<file path="src/rtl/phr_pkg.sv">
// ----------------------------------------------------------------------------
// phr_pkg: shared types and constants of the pixel hue rotation unit
// Holds the pixel payload types, the pipeline record and fixed-point
// constants of the HSV conversion.
// ----------------------------------------------------------------------------
package phr_pkg;

    // Hue resolution: one degree is split into 2^HUE_FRAC_BITS steps.
    localparam int HUE_FRAC_BITS = 4;
    localparam int UNIT          = 60 << HUE_FRAC_BITS;
    localparam int SIX_UNIT      = 6 * UNIT;
    localparam int HUE_W         = 13;

    // Division steps of the two shared dividers.
    localparam int SAT_STEPS = 16;
    localparam int HUE_STEPS = 10;

    // floor(rem * 65536 / UNIT) as a multiply by reciprocal and a shift.
    localparam int F16_SHIFT = 14;
    localparam logic [20:0] F16_RECIP = 21'd1118482;

    // Register indexes.
    localparam int REG_HUE_SHIFT = 0;

    // Sector base codes of the hue rule.
    localparam logic [1:0] BASE_RED   = 2'd0;
    localparam logic [1:0] BASE_GREEN = 2'd1;
    localparam logic [1:0] BASE_BLUE  = 2'd2;

    typedef struct packed {
        logic [7:0] in_red;
        logic [7:0] in_green;
        logic [7:0] in_blue;
        logic [7:0] in_alpha;
    } pix_in_t;

    typedef struct packed {
        logic [7:0] out_red;
        logic [7:0] out_green;
        logic [7:0] out_blue;
        logic [7:0] out_alpha;
    } pix_out_t;

    // Everything one pixel carries down the pipeline.
    typedef struct packed {
        logic [7:0]        red;
        logic [7:0]        green;
        logic [7:0]        blue;
        logic [7:0]        alpha;
        logic              bypass;
        logic [7:0]        mx;
        logic [7:0]        delta;
        logic [7:0]        absdiff;
        logic              neg;
        logic [1:0]        base;
        logic [16:0]       v16;
        logic [16:0]       sq;
        logic [7:0]        sr;
        logic [9:0]        hq;
        logic [7:0]        hr;
        logic [9:0]        hlow;
        logic [16:0]       s16;
        logic [HUE_W-1:0]  h;
        logic [2:0]        sector;
        logic [9:0]        hrem;
        logic [15:0]       f16;
        logic [16:0]       p;
        logic [16:0]       q;
        logic [16:0]       t;
        logic [16:0]       sf;
        logic [16:0]       sfc;
    } pipe_t;

endpackage

</file>
<file path="src/rtl/phr_div_step.sv">
// ----------------------------------------------------------------------------
// phr_div_step: one restoring step of the saturation and hue dividers
// Saturation divides delta*65536 by max; hue divides |diff|*UNIT by delta.
// ----------------------------------------------------------------------------
module phr_div_step
    import phr_pkg::*;
(
    input  pipe_t d_in,
    input  logic  hue_en,
    output pipe_t d_out
);

    logic [8:0] sat_rem2;
    logic [8:0] hue_rem2;

    // Saturation step: shift in a zero bit.
    assign sat_rem2 = {d_in.sr, 1'b0};
    // Hue step: shift in the next dividend bit.
    assign hue_rem2 = {d_in.hr, d_in.hlow[9]};

    always_comb
    begin
        d_out = d_in;
        if (sat_rem2 >= {1'b0, d_in.mx})
        begin
            d_out.sr = 8'(sat_rem2 - {1'b0, d_in.mx});
            d_out.sq = {d_in.sq[15:0], 1'b1};
        end
        else
        begin
            d_out.sr = sat_rem2[7:0];
            d_out.sq = {d_in.sq[15:0], 1'b0};
        end
        if (hue_en)
        begin
            d_out.hlow = {d_in.hlow[8:0], 1'b0};
            if (hue_rem2 >= {1'b0, d_in.delta})
            begin
                d_out.hr = 8'(hue_rem2 - {1'b0, d_in.delta});
                d_out.hq = {d_in.hq[8:0], 1'b1};
            end
            else
            begin
                d_out.hr = hue_rem2[7:0];
                d_out.hq = {d_in.hq[8:0], 1'b0};
            end
        end
    end

endmodule

</file>
<file path="config.mk">
export PLATFORM = sky130hd
export DESIGN_NAME = phr_div_step
export DESIGN_NICKNAME = d
export VERILOG_FILES = /design/src/rtl/phr_pkg.sv /design/src/rtl/phr_div_step.sv
export SDC_FILE = /design/constraint.sdc
export NUM_CORES = 1
export LEC_CHECK = 0
export BUFFER_PORTS_ARGS = -buffer_cell sky130_fd_sc_hd__buf_2
export CAP_MARGIN = 40
export CORE_AREA = 8 8 205 207
export DETAILED_ROUTE_END_ITERATION = 7
export DIE_AREA = 0 0 213 215
export PLACE_DENSITY = 0.4
export SYNTH_ARGS = -nofsm -noshare
export SYNTH_HDL_FRONTEND = slang
export SYNTH_SLANG_ARGS = --single-unit
export TNS_END_PERCENT = 100
</file>
<file path="constraint.sdc">
create_clock -name vclk -period 3.2
set_clock_uncertainty 0.05 [all_clocks]
set_input_delay 0.16 -clock vclk [all_inputs]
set_output_delay 0.16 -clock vclk [all_outputs]
set_load 0.1 [all_outputs]
</file>
* Word level (Yosys, flattened, before mapping)
Index checks and enable logic that the tools add are counted.
** Operators by class
- Add/sub/neg operators :: 2
- Magnitude comparators :: 2
- Multiplexer cells :: 3
** Operator list (number)
- 2-to-1 mux 28 bit :: 1
- >= comparator 9 x 8 -> 1 bit :: 2
- 2-to-1 mux 9 bit :: 2
- subtractor 8 bit :: 2
** Word-level totals
- Register bits after elaboration :: 0
- Bits of input ports :: 275
- Output and inout bits :: 274
- Logic and storage cells :: 7

* Depth between registers and ports, before layout
- Word-level depth :: 3
- Depth in mapped cells :: 8

* Worst setup path after synthesis
OpenSTA, ideal clock, no wires.
- Path kind :: input -> output
- Start point :: in d_in[238] in the netlist's numbering
- End point :: out d_out[179] in the netlist's numbering
- Arrival :: 3.391 ns
- Required time :: 2.990 ns
- Path slack :: -0.401 ns
- Stages on the path :: 7
- Buffers on the path :: 1
- Cells stage by stage :: inv_1 ha_1 clkbuf_1 nand4_1 o21bai_1 o211a_1 o31ai_1
** RTL lines
- from (decl) :: RTL line phr_div_step.sv:8 : input pipe_t d_in,
- to (decl) :: RTL line phr_div_step.sv:10 : output pipe_t d_out

==> results.md <==
* Grt ovf at 0
* Sequential Area at 0 um2
* Seq cells at 0
* Leakage at 1.04 nW
* Via count at 2,121
* CP Cell Sequence: buf_2 -> ha_1 -> a211o_2 -> a21oi_4 -> o31ai_2 -> a211oi_4 -> mux2i_1 -> buf_2
* Synthesized net count at 715
* Total of max-cap violations at 0
* Row cnt at 73
* Area Growth Syn to Fin at -17.1%
* Via density at 2.62
* Yosys Warn Count at 0
* I/O pin total at 549
* Post-synthesis simple-gate area fraction at 9.77%
* Largest net degree at the start of global routing at 41
* Crit path max fanout at 8
* Crit path required time at 2.99 ns
* Post-DRT Antenna Nets at 0
* Xor-xnor portion of the synthesized cell area at 1.68%
* Post-Place Setup Slack at 0.395 ns
* Port-buffer cells at 106
* Die width at 213 um
* First-pass GRT wire length at 14,800 um
* Largest family of logic cells by synthesized area: buffers and inverters
* Cell class contributing the biggest share of worst-path delay: compound AO/OA/AOI/OAI gates
* DRT iter0 DRCs at 62
* Peak supply drop at 182 uV
* DR pass1 iterations at 4
* Setup-failing EPs final at 0
* Status: completed
* GRT Overall Usage at 4.27%
* Wire length per cell at 13.6 um
* Total die area at 0.0458 mm2
* Hpwl dp at 9840 um
* Post-CTS sizing at 0
* Yosys cell types at 42
* WP buf/inv at 2
* Setup Buffers After CTS at 0
* RSZ-0062 raised after global routing: no
* CTS Hold Bufs at 0
* Adder-Cell Fraction of Synth Area at 7.69%
* Initial antenna violation count at 0
* Slowest CP cell: a211oi_4
* Layout cells sized above 1 at 49.3%
* Slew headroom at 51.9%
* TNS Setup at 0 ns
* Max Fclk at 363 MHz
* Core footprint at 0.0390 mm2
* Worst Hold Class: in -> out
* Setup ws final at 0.446 ns
* Mux cell area share after synthesis at 9.81%
* Post-Syn Area at 0.00312 mm2
* Final wirelength at 11,000 um
* Final Max Slew Viols at 0
* Final min period at 2.75 ns
* Number of remaining DRC errors at 0
* Setup crit end kind: output port
* Vias in the first global route at 2,535
* Critical path class: in -> out
* Startpoint Class: input pin
* Post-synthesis sequential area ratio at 0%
* Most frequent cells in the layout: buf_2 (103), inv_1 (22), mux2_2 (21)
* Mapped Avg Cell Area at 7.40 um2
* PwrDens at 329 mW/mm2
* Clock buffer cells at 0
* Period utilisation layout at 86.1%
* Critical Path AT at 2.54 ns
* CP max stage delay at 0.51 ns
* Chip height at 215 um
* Cell count after synthesis at 422
* Layout Nets at 581
* Antenna Cells at 0
* Initial Util at 8.01%
* Fin. Hold Viols at 0
* Fin util at 6.64%
* Commonest non-fill, non-tap cell in the layout: buf_2
* Worst hold slack at 0.270 ns
* Most frequent CP cell: buf_2
* Slew @ Worst Pin at 0.721 ns
* Final Wtd Congestion at 0.747
* Compound-Gate Fraction of Synth Area at 10.6%
## synthesized netlist by cell type (2+ instances only)
library cell  instances  share of area [%]
inv_1                22                2.6
buf_4               237                 57
nand3_1               4               0.64
nor2b_1              11                2.2
ha_1                 16                6.4
a21oi_1               9                1.4
buf_1                 2               0.24
o221ai_1              2               0.56
mux2i_1               7                2.2
nand3b_1              2               0.48
xnor2_1               4                1.1
fa_1                  2                1.3
o2111ai_1             2               0.56
o21ai_0               8                1.3
o21a_1                4               0.96
clkbuf_1              4               0.48
a31oi_1               5                1.0
nor2_1               17                2.0
nand2_1               9                1.1
o211ai_1              3               0.72
nor3b_1               2               0.48
or2_2                 3               0.60
xor2_1                2               0.56
nor3_1                4               0.64
mux2_2               21                7.6
nand4_1               2               0.40
nand2b_1              3               0.60
## cell families after synthesis
group                    count (synthesis)
AND/OR/NAND/NOR                         59
multiplexers                            28
adder cells (fa/ha/maj)                 18
buffers and inverters                  266
AO/OA/AOI/OAI                           45
XOR/XNOR                                 6
## cell type report
| type | count | area, um2 |
|---|---|---|
| multi-input cells | 156 | 1260 |
| fillers | 4692 | 36400 |
| well taps | 525 | 657 |
| inverters | 22 | 82.6 |
| repair buffers | 108 | 591 |
## report_power, final
part	total, mW	internal [mW]	leakage (nW)	switching (mW)
clock network	0	0	0	0
registers	0	0	0	0
logic	0.851	0.198	1.04	0.653
## per-layer routing
| layer | global-route usage [%] | wire (um) | part of all wire (%) | vias to the layer above |
|---|---|---|---|---|
| li1 | - | - | - | 867 |
| met4 | 4.99 | 1420 | 13 | 4 |
| met5 | 1.56 | 97 | 0.88 | - |
| met2 | 7.46 | 5020 | 46 | 280 |
| met1 | 2.11 | 2130 | 19 | 850 |
| met3 | 3.46 | 2320 | 21 | 120 |
## per-stage QoR
step | total power [mW] | instance area [um2] | std cells
finish | 0.851 | 2590 | 811
global route | 0.898 | 2590 | 811
CTS | 0.862 | 2590 | 811
detailed placement | 0.860 | 2590 | 811
global placement | 0.857 | 2590 | 811
floorplan | 2.00 | 3150 | 422
## worst paths after layout
check	start	endpoint	cells past startpoint
hold / removal	d_in[113]	d_out[113]	0
setup / recovery	d_in[175]	d_out[173]	8
No activity file was read; power rests on OpenSTA's default activity.
